===== config.mk =====
export PLATFORM = sky130hd
export DESIGN_NAME = mee_tail
export DESIGN_NICKNAME = d
export VERILOG_FILES = /design/src/rtl/mee_pkg.sv /design/src/rtl/mee_tail.sv
export SDC_FILE = /design/constraint.sdc
export NUM_CORES = 1
export LEC_CHECK = 0
export ABC_AREA = 1
export ABC_CLOCK_PERIOD_IN_PS = 7480
export BUFFER_PORTS_ARGS = -buffer_cell sky130_fd_sc_hd__buf_2
export CORE_ASPECT_RATIO = 0.8
export CORE_UTILIZATION = 31
export CTS_BUF_LIST = sky130_fd_sc_hd__clkbuf_16
export DETAILED_ROUTE_END_ITERATION = 10
export GPL_TIMING_DRIVEN = 0
export PLACE_DENSITY_LB_ADDON = 0.2
export RECOVER_POWER = 50
export SLEW_MARGIN = 15
export SYNTH_ARGS = -nofsm -noshare
export SYNTH_HDL_FRONTEND = slang
export SYNTH_SLANG_ARGS = --single-unit

===== constraint.sdc =====
create_clock -name clk_i -period 7.48 [get_ports clk_i]
set_input_delay 1.122 -clock clk_i [delete_from_list [all_inputs] [get_ports clk_i]]
set_output_delay 1.122 -clock clk_i [all_outputs]
set_load 0.02 [all_outputs]

===== src/rtl/mee_pkg.sv =====
// Shared constants, types and helpers of the sum-of-exponentials evaluator.
`default_nettype none
package mee_pkg;

  // Fixed-point format and sizes
  localparam int FRAC_BITS = 16;
  localparam int MAX_TERMS = 5;
  localparam int X_W       = 32;
  localparam int Y_W       = 48;
  localparam int E_W       = Y_W - 1;
  localparam int PAIR_W    = 64;
  localparam int FORM_W    = 2;
  localparam int CNT_W     = 3;
  localparam int IDX_W     = 3;
  localparam int POS_W     = 3;
  localparam int PSUM_W    = 36;
  localparam int T_W       = FRAC_BITS + 9;
  localparam int U_W       = T_W + 32;
  localparam int K_W       = 10;
  localparam int F_W       = 30;
  localparam int P_W       = 32;
  localparam int HORNER    = 7;
  localparam int CELL_LAT  = 15;
  localparam int PV_W      = FRAC_BITS + 10;

  // Register indexes on the configuration port
  localparam logic [IDX_W-1:0] REG_FORM  = IDX_W'(0);
  localparam logic [IDX_W-1:0] REG_COUNT = IDX_W'(1);
  localparam logic [IDX_W-1:0] REG_CONST = IDX_W'(2);
  localparam logic [IDX_W-1:0] REG_PAIR0 = IDX_W'(3);

  // Reset values
  localparam logic [FORM_W-1:0] FORM_RST  = '0;
  localparam logic [CNT_W-1:0]  COUNT_RST = CNT_W'(1);
  localparam logic [X_W-1:0]    CONST_RST = X_W'(1) << FRAC_BITS;
  localparam logic [PAIR_W-1:0] PAIR_RST  = {CONST_RST, -CONST_RST};

  // Saturation bounds
  localparam logic signed [Y_W-1:0] Y_MAX = {1'b0, {(Y_W-1){1'b1}}};
  localparam logic signed [Y_W-1:0] Y_MIN = {1'b1, {(Y_W-1){1'b0}}};
  localparam logic [63:0] E_MAX64 = {{(64-Y_W+1){1'b0}}, {(Y_W-1){1'b1}}};
  localparam logic signed [63:0] ARG_LIMIT = 64'sd128 <<< FRAC_BITS;

  // Exponential constants: log2(e) and 2^f polynomial, both Q30
  localparam logic signed [U_W-1:0] LOG2E_U = U_W'(1549082005);
  localparam logic [P_W-1:0] POLY [0:7] = '{
    32'd1073741824, 32'd744261118, 32'd257941248, 32'd59597083,
    32'd10327388, 32'd1431680, 32'd165394, 32'd16378
  };
  localparam logic signed [K_W:0] SH_BIAS = (K_W+1)'(FRAC_BITS - 30);
  localparam int MUL_UP = 24 - FRAC_BITS;

  // Penalty constants
  localparam int PEN_SCALE = 1000;
  localparam int PEN_BASE  = PEN_SCALE << FRAC_BITS;
  localparam logic [PV_W-1:0] PEN_1 = PV_W'(PEN_BASE);
  localparam logic [PV_W-1:0] PEN_2 = PV_W'(PEN_BASE / 2);
  localparam logic [PV_W-1:0] PEN_3 = PV_W'(PEN_BASE / 3);
  localparam logic [PV_W-1:0] PEN_4 = PV_W'(PEN_BASE / 4);
  localparam logic [PV_W-1:0] PEN_5 = PV_W'(PEN_BASE / 5);

  // Running values handed from cell to cell, with the sample they belong to
  typedef struct packed {
    logic signed [X_W-1:0]    x;
    logic signed [Y_W-1:0]    y;
    logic                     ovf;
    logic signed [PSUM_W-1:0] psum;
    logic [POS_W-1:0]         pos;
  } acc_t;

  // Saturating add, returns {overflow, sum}
  function automatic logic [Y_W:0] sat_add(input logic signed [Y_W-1:0] a,
                                           input logic signed [Y_W-1:0] b);
    logic signed [Y_W:0] s;
    logic [Y_W:0] r;
    s = {a[Y_W-1], a} + {b[Y_W-1], b};
    if (s[Y_W] != s[Y_W-1]) begin
      r = {1'b1, (s[Y_W] ? Y_MIN : Y_MAX)};
    end else begin
      r = {1'b0, s[Y_W-1:0]};
    end
    return r;
  endfunction

  // Penalty per positive rate for a clamped term count
  function automatic logic [PV_W-1:0] pen_step(input logic [CNT_W-1:0] n);
    logic [PV_W-1:0] r;
    unique case (n)
      CNT_W'(2): r = PEN_2;
      CNT_W'(3): r = PEN_3;
      CNT_W'(4): r = PEN_4;
      CNT_W'(5): r = PEN_5;
      default:   r = PEN_1;
    endcase
    return r;
  endfunction

endpackage
`default_nettype wire


===== src/rtl/mee_tail.sv =====
// Penalty stages and output register after the last term cell.
`default_nettype none
module mee_tail (
  input  wire logic                              clk_i,
  input  wire logic                              rst_ni,
  input  wire logic                              adv_i,
  input  wire logic                              use_pen_i,
  input  wire logic [mee_pkg::CNT_W-1:0]         n_i,
  input  wire logic                              vld_i,
  input  wire mee_pkg::acc_t                     acc_i,
  output logic                                   vld_o,
  output logic signed [mee_pkg::Y_W-1:0]         y_o,
  output logic                                   ovf_o
);

  logic                            v1_q, v2_q, v3_q;
  logic signed [mee_pkg::Y_W-1:0]  y1_q, y2_q, y3_q, d1_q;
  logic                            o1_q, o2_q, o3_q;
  logic [mee_pkg::Y_W-1:0]         pv1_q, pv2_q;

  // penalty one: 1000 * (1.0 - constant - sum of prefactors)
  logic signed [mee_pkg::PSUM_W:0] diff;
  logic signed [mee_pkg::Y_W-1:0]  d1_d;
  assign diff = (mee_pkg::PSUM_W+1)'(1 << mee_pkg::FRAC_BITS) -
                {acc_i.psum[mee_pkg::PSUM_W-1], acc_i.psum};
  assign d1_d = {{(mee_pkg::Y_W-mee_pkg::PSUM_W-1){diff[mee_pkg::PSUM_W]}}, diff} *
                mee_pkg::Y_W'(mee_pkg::PEN_SCALE);

  logic [mee_pkg::Y_W:0] sa2, sa3;
  assign sa2 = mee_pkg::sat_add(y1_q, d1_q);
  assign sa3 = mee_pkg::sat_add(y2_q, $signed(pv2_q));

  always_ff @(posedge clk_i or negedge rst_ni) begin
    if (!rst_ni) begin
      v1_q <= 1'b0;
      v2_q <= 1'b0;
      v3_q <= 1'b0;
    end else if (adv_i) begin
      v1_q <= vld_i;
      v2_q <= v1_q;
      v3_q <= v2_q;
    end
  end

  always_ff @(posedge clk_i) begin
    if (adv_i) begin
      y1_q  <= acc_i.y;
      o1_q  <= acc_i.ovf;
      d1_q  <= d1_d;
      pv1_q <= {{(mee_pkg::Y_W-mee_pkg::PV_W){1'b0}}, mee_pkg::pen_step(n_i)} *
               {{(mee_pkg::Y_W-mee_pkg::POS_W){1'b0}}, acc_i.pos};
      pv2_q <= pv1_q;
      y2_q <= use_pen_i ? sa2[mee_pkg::Y_W-1:0] : y1_q;
      o2_q <= o1_q | (use_pen_i & sa2[mee_pkg::Y_W]);
      y3_q <= use_pen_i ? sa3[mee_pkg::Y_W-1:0] : y2_q;
      o3_q <= o2_q | (use_pen_i & sa3[mee_pkg::Y_W]);
    end
  end

  assign vld_o = v3_q;
  assign y_o   = y3_q;
  assign ovf_o = o3_q;

endmodule
`default_nettype wire


Word-level counts from Yosys, hierarchy flattened --
Cells that the tools add are included.
Cells by class: $add $sub $neg 3, multiply operators 2, equal/unequal tests 6, multiplexer cells 8, bitwise logic cells 4
Operators with widths (count):
- 48-bit two-way mux | 4
- 26-bit one-hot mux with 4 select lines | 1
- 49-bit two-way mux | 2
- 48-bit by 30-bit adder with 49-bit output | 1
- 48-bit by 48-bit adder with 49-bit output | 1
- 48-bit by 7-bit multiplier with 45-bit output (second input constant) | 1
- 18-bit by 36-bit subtractor with 37-bit output (first input constant) | 1
- 26-bit by 3-bit multiplier with 29-bit output | 1
- 26-bit two-way mux | 1
- 3-bit by 2-bit == test with 1-bit output (second input constant) | 2
- 3-bit == test (second input constant) | 2
- 1-bit bitwise AND | 2
- 1-bit inequality test | 2
- 1-bit OR | 2
Storage, ports and cells: register bits after elaboration 253, bits of input ports 128, output and inout bits 50, word-level logic and storage cells 35

Depth between registers and ports, before layout --
Gate-level depths: netlist of the first run.
depth in word-level cells 5, gate-level depth with buffers 36, mapped depth without buffers 36

Worst setup path before layout of the first run --
No wires, ideal clock.
kind input port to flip-flop, start point input acc_i[4] (netlist bit), end point register d1_q[44] (netlist bit) (data pin), library setup time 0.266 ns, arrival 6.125 ns, required time 7.214 ns, path slack 1.089 ns, stages 29, buffers on the path 0, path through inv_1 > ha_1 > nand3_2 > nor2_4 > nand2_4 > nor2_4 > nand2_1 > nand2_1 > inv_2 > nor3_4 > nand3_1 > xor2_1 > inv_1 > fa_1 > inv_1 > fa_1 > inv_1 > fa_1 > inv_1 > fa_1 > inv_1 > ha_1 > nand2_1 > nor2_1 > nand2_1 > nor3_1 > nand3_1 > o2111ai_1 > xor2_1
On the way: word-level cells in the longest chain between the ends 2
RTL lines:
- start, declared | RTL line mee_tail.sv:10 | input wire mee_pkg::acc_t acc_i,
- 18-bit by 36-bit subtractor with 37-bit output | RTL line mee_tail.sv:24 | assign diff = (mee_pkg::PSUM_W+1)'(1 << mee_pkg::FRAC_BITS) -
- 48-bit by 7-bit multiplier with 45-bit output | RTL line mee_tail.sv:26 | assign d1_d = {{(mee_pkg::Y_W-mee_pkg::PSUM_W-1){diff[mee_pkg::PSUM_W]}}, diff} *
- via d1_d, one bit | RTL line mee_tail.sv:23 | logic signed [mee_pkg::Y_W-1:0] d1_d;
- end signal, assigned | RTL line mee_tail.sv:49 | d1_q <= d1_d;
- end, declared | RTL line mee_tail.sv:17 | logic signed [mee_pkg::Y_W-1:0] y1_q, y2_q, y3_q, d1_q;
The timed path passes the listed nets, and every way through them passes these cells. A chain may end at the register's enable or synchronous reset.

Worst setup path in the final report of the first run --
start point input acc_i[3] (netlist bit), end point register d1_q[44] (netlist bit) (data pin)
The elaborated chain is that of the path after synthesis.

==> results by group, run 1 <==
Status
  – Status: finished with violations
  – Violated checks: capacitance limit, slew limit

Power
  – Combinational power share: 0.663
  – Switch share: 0.504
  – Switch Pwr: between 5000 and 6000 uW
  – Leakage power: between 0.01 and 0.015 uW
  – Worst IR drop on VDD: roughly 0.17 mV
  – Seq pwr share: 0.219
  – Clock network fraction of design power: 0.118
  – PD cells: ~420 nW/um^2
  – Internal power: approximately 5200 uW

Timing
  – Final hold violation count: 0
  – Fmax: 0.142 GHz
  – RSZ-0062 raised after global routing: no
  – Hold Slack: ~0.37 ns
  – Final setup vio count: 0
  – Final Max Tran Viols: approximately 240
  – Final min period: 7.03 ns
  – Slew @ Worst Pin: 4.86 ns
  – Slew HR: -2.24
  – Clk_skew: 0.0150 ns
  – Setup TNS: 0 ns
  – Tcrit/Tclk final: 0.939

Route
  – DRT antenna net count: 0
  – Count of TritonRoute iterations in the first routing pass: 6
  – Routed wire length: 66.5 mm
  – DR WL/cell: 17.2 um
  – DRT iter0 DRCs: between 1500 and 2000
  – Vias per Instance: 4.76
  – Vias after detailed routing: 18400
  – DR DRC count: 0

Placement
  – Placer Congestion: 0.942
  – Placed cell area: 24700 sq um
  – DP HPWL: 56.2 mm
  – Port bufs: 145
  – Inst Count DP: around 3800

Floorplan
  – FP Rows: 88
  – I/O pins: 178
  – Chip height: 244 um
  – Initial core utilization: 0.314
  – Die Width: 304 um
  – Die ar.: roughly 74000 sq um
  – Core footprint: 72200 sq um

Clock tree
  – H-tree Lvls: 1
  – Worst-path clk slew: 0.06 ns
  – Clock root cell: clkbuf_16
  – Clk buf depth: 3
  – Cts bufs inserted: 25
  – Clk_lat worst skew: 0.55 ns
  – CTS sink count: between 200 and 250
  – CTS tree: built
  – Setup bufs post-CTS: 0

Synth
  – Avg Synthesized Cell Area: 8.32 sq um
  – Syn nets: 3172
  – Ranking of synthesized cells by area: edfxtp_1 31%, fa_1 12%, ha_1 9.8%
  – Synth area leader: edfxtp_1
  – Synth cell count leaders: 511 x nand2_1, 473 x inv_1, 299 x nor2_1, 232 x edfxtp_1, 182 x a21oi_1
  – Synth top area share: 0.307
  – Synth Cell Area: 22700 sq um
  – EDFF count, synth: 232
  – Post-synth cell types: 59
  – Most common cell in the synthesized netlist: nand2_1
  – Syn Inst Count: 2728
  – Post-synthesis async set-or-reset flop share: 0.0128
  – Post-synthesis sequential area ratio: 0.310
  – Yosys warns: 0
  – Yosys reg bits: 235
  – Post-synth top flop: edfxtp_1

Global route
  – Largest net degree at the start of global routing: 94
  – Initial antenna violation count: 1
  – Vias in the first global route: 17700
  – First-pass GRT wire length: 104 mm
  – Grt ovf: 0
  – Gr usage total: 0.181

Layout
  – Fill count: 7689
  – Share of layout cells above drive strength 1: 0.0901
  – Fin area: 25400 sq um
  – Non-filler cells, final: 3865
  – Diode count: 0
  – Area Growth Syn to Fin: 11.9%
  – Nets: 3346

Critical path
  – Worst setup EP type: flip-flop
  – Crit Reg-Reg Startpoint: y1_q[3]
  – Crit-path max FO: 7
  – CP Launch Point: acc_i[3]
  – Required time of the critical path: 7.76 ns
  – Worst setup path class: in2reg
  – Critical path startpoint category: input pin
  – Arrival time at the worst endpoint: 7.31 ns

Min path
  – Worst min-delay path category: in2async

Flow run
  – Max Cap Violations: 3
## worst max-delay path: stages
cell and delay [ns]:
buf_2 0.17, inv_1 0.09, ha_1 0.20, nand3_2 0.16, nor2_4 0.19, nand2_4 0.09, nor2_4 0.10, nand2_1 0.08
nand2_1 0.07, inv_2 0.06, nor3_4 0.27, nand3_1 0.15, xor2_1 0.56, inv_1 0.23, fa_1 0.61, fa_1 0.45
fa_1 0.50, fa_1 0.51, inv_1 0.04, ha_1 0.35, a21oi_1 0.23, o21ai_0 0.17, a211oi_1 0.38, o2111ai_1 0.27
xor2_1 0.21
## flip-flops by register name, summed over array words and instances, names as in the netlist
name and flops:
y1_q 48, y2_q 48, y_o 48, d1_q 45, pv1_q 20, pv2_q 20, o1_q 1, o2_q 1
ovf_o 1, v1_q 1, v2_q 1, vld_o 1
## path summary, 6_finish.rpt
check / endpoint / slack, ns / cells after the start
max in group asynchronous: v2_q / 6.94 / 1
worst min register to register: pv2_q[1] / 0.42 / 0
worst min-delay path: vld_o / 0.37 / 1
min in group clk_i: pv2_q[1] / 0.42 / 0
worst max-delay path: d1_q[44] / 0.45 / 25
worst max register to register: y2_q[2] / 3.55 / 16
## metal layers
metal	track usage	vias to the layer above	part of all wire
li1	-	9271	-
met3	0.0257	38	0.061
met2	0.261	426	0.40
met5	0	-	0.00015
met4	0.0184	2	0.0099
met1	0.288	8679	0.53
## power groups by stage
stage / sequential, uW / clock, uW / combinational, uW
final: 2320 / 1250 / 7010
after global routing: 2360 / 1340 / 7910
after CTS: 2330 / 1290 / 6970
after detailed placement: 2350 / 0 / 6920
after global placement: 2360 / 0 / 6940
after floorplan: 2330 / 0 / 4920
## cell usage in the layout (no fill, tap or decap), drive strengths merged, types with 36 or more instances in the layout
cell type | Yosys | layout
nand2 | 533 | 533
inv | 493 | 500
nor2 | 308 | 308
edfxtp | 232 | 232
a21oi | 205 | 205
ha | 177 | 177
fa | 139 | 139
buf | 13 | 128
xor2 | 126 | 126
o21ai | 115 | 115
nand3 | 106 | 106
clkbuf | 9 | 66
xnor2 | 45 | 45
nor3 | 39 | 39
o211ai | 36 | 36
## per-stage QoR
stage | setup WS, ns | power (uW) | util
finish | 0.453 | 10600 | 0.351
CTS | 0.390 | 10600 | 0.353
global placement | -0.154 | 9300 | 0.341
detailed placement | -0.182 | 9270 | 0.341
global route | 0.0278 | 11600 | 0.351
floorplan | 1.09 | 7260 | -
## logic make-up (layout without fill, tap and decap cells)
family / Yosys count / after routing / share of synthesized area
AND/OR/NAND/NOR: 1022 / 1022 / 0.188
buffers and inverters: 516 / 708 / 0.0870
AO/OA/AOI/OAI: 466 / 466 / 0.123
adder cells (fa/ha/maj): 316 / 316 / 0.220
flip-flops: 235 / 235 / 0.310
XOR/XNOR: 171 / 171 / 0.0698
multiplexers: 2 / 2 / 0.000937
## final cells by class
class                   count  area [sq um]  share of cell area
multi-input cells        1977         13700               0.539
flip-flops and latches    235          7040               0.277
plain buffers              22           118             0.00463
repair buffers            147           698              0.0275
clock inverters            20           181             0.00715
inverters                 494          1860              0.0731
clock buffers              25           626              0.0246
well taps                 945          1180              0.0466
## repair_timing
action | 4_1_cts | 5_1_grt
gates resized for setup | 0 | 1
hold buffers | 0 | 0
endpoints found under the setup margin | 0 | 1
(Power assumes the default switching activity.)
==> run 2, diff against run 1 <==
--- a/config.mk
+++ b/config.mk
@@ -8,11 +8,11 @@
 export ABC_AREA = 1
 export ABC_CLOCK_PERIOD_IN_PS = 7480
 export BUFFER_PORTS_ARGS = -buffer_cell sky130_fd_sc_hd__buf_2
+export CAP_MARGIN = 20
 export CORE_ASPECT_RATIO = 0.8
-export CORE_UTILIZATION = 31
+export CORE_UTILIZATION = 30
 export CTS_BUF_LIST = sky130_fd_sc_hd__clkbuf_16
 export DETAILED_ROUTE_END_ITERATION = 10
-export GPL_TIMING_DRIVEN = 0
 export PLACE_DENSITY_LB_ADDON = 0.2
 export RECOVER_POWER = 50
 export SLEW_MARGIN = 15
==> run 2 against run 1 <==
Net effect:
- the run still ends with capacitance limit, slew limit left
- critical path depth increased by 6
- combinational power about the same
- sequential power about the same
- utilization decreased by 0.80 points
- die area increased by 3.3%
- first-iteration DRC count decreased by 14%
- final cell count increased by 1.6%
- sequential share of layout area decreased by 0.14 points
- global-route usage decreased by 0.93 points
- critical endpoint is now d1_q[47]
- largest cell class unchanged
- largest power group unchanged
- highest routed layer unchanged
==> results by group, run 2 (synthesized netlist as in run 1, its figures left out) <==
Critical path
  – Worst setup EP type: flip-flop
  – Worst setup path class: in2reg
  – CP Launch Point: acc_i[3]
  – Slowest cell on crit path: fa_1
  – Crit-path max FO: 7 (unchanged)
  – Required time of the critical path: 7.78 ns (+0.02 ns)
  – Crit Reg-Reg Startpoint: d1_q[3]
  – Crit-path max cell delay: 0.51 ns (-0.10 ns)
  – Critical path startpoint category: input pin
  – CP most frequent cell: nand2_1
  – Arrival time at the worst endpoint: 7.08 ns (-0.23 ns)

Timing
  – RSZ-0062 raised after global routing: no
  – Fmax: 0.148 GHz (+3.8%)
  – Slew @ Worst Pin: 5.72 ns (+0.868 ns)
  – Setup WS post-layout: 0.708 ns (+0.255 ns)
  – Tcrit/Tclk final: 0.905 (-0.0340)
  – Hold Slack: 0.373 ns (-0.00160 ns)
  – Setup TNS: 0 ns (unchanged)
  – Final min period: 6.77 ns (-0.255 ns)
  – Final hold violation count: 0 (unchanged)
  – Slew HR: -2.82 (-0.579)
  – Final setup vio count: 0 (unchanged)
  – Final Max Tran Viols: 106 (-56%)
  – Clk_skew: 0.0109 ns (-0.00411 ns)

Power
  – PD cells: 419 nW/um^2 (+0.49%)
  – Leakage power: 0.0115 uW (-0.43%)
  – Worst IR drop on VDD: 0.188 mV (+12%)

Placement
  – Inst Count DP: 3880 (+1.6%)
  – Placer Congestion: 0.948 (+0.62%)
  – Port bufs: 145 (unchanged)
  – Placed cell area: 24800 sq um (+0.44%)
  – DP HPWL: 54.4 mm (-3.3%)
  – Pre-CTS WS: 0.274 ns (+0.457 ns)

Clock tree
  – Cts bufs inserted: 25 (unchanged)
  – PostCTS Resize Cnt: 0 (unchanged)
  – CTS tree: built
  – Setup bufs post-CTS: 0 (unchanged)
  – Clk_lat worst skew: 0.55 ns (about the same)
  – Hold-fix buffers at CTS: 0 (unchanged)
  – Worst-path clk slew: 0.06 ns (about the same)
  – CTS sink count: 235 (unchanged)
  – Clk buf depth: 3 (unchanged)
  – H-tree Lvls: 1 (unchanged)
  – Clock root cell: clkbuf_16

Route
  – Vias after detailed routing: 18300 (-0.89%)
  – DR WL/cell: 16.6 um (-3.8%)
  – Count of TritonRoute iterations in the first routing pass: 5 (-1)
  – Vias per Instance: 4.65 (-2.4%)
  – DRT iter0 DRCs: 1326 (-14%)
  – DRT antenna net count: 0 (unchanged)
  – DR DRC count: 0 (unchanged)
  – Routed wire length: 65.0 mm (-2.3%)

Flow run
  – Max Cap Violations: 1 (-2)

Global route
  – Vias in the first global route: 17700 (-0.37%)
  – First-pass GRT wire length: 102 mm (-2.3%)
  – Gr usage total: 0.171 (-0.00928)
  – Initial antenna violation count: 3 (+2)
  – Largest net degree at the start of global routing: 106 (+13%)
  – Grt ovf: 0 (unchanged)

Layout
  – Most frequent cells in the layout: 511 x nand2_1, 476 x inv_1, 299 x nor2_1, 232 x edfxtp_1, 182 x a21oi_1
  – Commonest non-fill, non-tap cell in the layout: nand2_1
  – Register area: 7040 sq um (unchanged)
  – Non-filler cells, final: 3925 (+1.6%)
  – Fin area: 25500 sq um (+0.50%)
  – Area Growth Syn to Fin: 12.4%
  – Share of layout cells above drive strength 1: 0.0783 (-0.0118)
  – Multi-input logic area: 13700 sq um (about the same)
  – Diode count: 0 (unchanged)
  – Fill count: 7901 (+2.8%)
  – Nets: 3350 (+0.12%)

Floorplan
  – FP Rows: 89 (+1.1%)
  – Die Width: 309 um (+1.6%)
  – Die ar.: 76700 sq um (+3.3%)
  – I/O pins: 178 (unchanged)
  – Core footprint: 74300 sq um (+2.8%)
  – Chip height: 248 um (+1.6%)
  – Initial core utilization: 0.305 (-0.00865)

Min path
  – Worst min-delay path category: in2async

Status
  – Status: finished with violations
  – Violated checks: capacitance limit, slew limit
run 2: cell count changes in the layout (fill, tap and decap cells not counted), sizes merged:
cell	delta
buf	-34
bufinv	+2
clkinvlp	+1
clkbuf	+38
clkinv	-3
run 2: through the flow:
stage           util  total power, uW
6_report       0.343            10700
5_1_grt        0.343            11700
4_1_cts        0.345            10700
3_5_place_dp   0.334             9330
3_3_place_gp   0.334             9340
2_1_floorplan      -             7260
run 2: final timing paths:
path                              to  slack, ns  cells past startpoint
setup / recovery            d1_q[47]       0.71                     31
max in group asynchronous      vld_o       6.96                      1
setup reg to reg            y2_q[33]       3.56                     17
hold / removal                  v2_q       0.37                      1
min in group clk_i         pv2_q[10]       0.42                      0
hold reg to reg            pv2_q[10]       0.42                      0
run 2: per-layer routing:
layer	up-vias	share of wire	global-route usage
met4	6	0.0082	0.0159
met1	8497	0.53	0.272
met3	42	0.058	0.0240
li1	9272	-	-
met2	435	0.40	0.249
met5	-	0.00046	0
run 2: where the power goes:
group          switching, uW  total (uW)  leakage, uW  internal, uW
Sequential               202        2320      0.00229          2120
Clock                    553        1340     0.000429           785
Combinational           4560        7030      0.00874          2460
Total                   5320       10700       0.0115          5360
run 2: worst max-delay path: cells and delay by family:
family / cells / cell delay [ns]
buffers and inverters: 7 / 0.86
adder cells (fa/ha/maj): 6 / 2.36
AND/OR/NAND/NOR: 15 / 2.06
XOR/XNOR: 2 / 0.55
AO/OA/AOI/OAI: 1 / 0.09
run 2: final cells by class:
cell class                      instances  area share
Multi-Input combinational cell       1977       0.536
Sequential cell                       235       0.276
Inverter                              494      0.0727
Tap cell                             1001      0.0491
Timing Repair Buffer                  173      0.0325
Clock buffer                           25      0.0245
Clock inverter                         20     0.00912
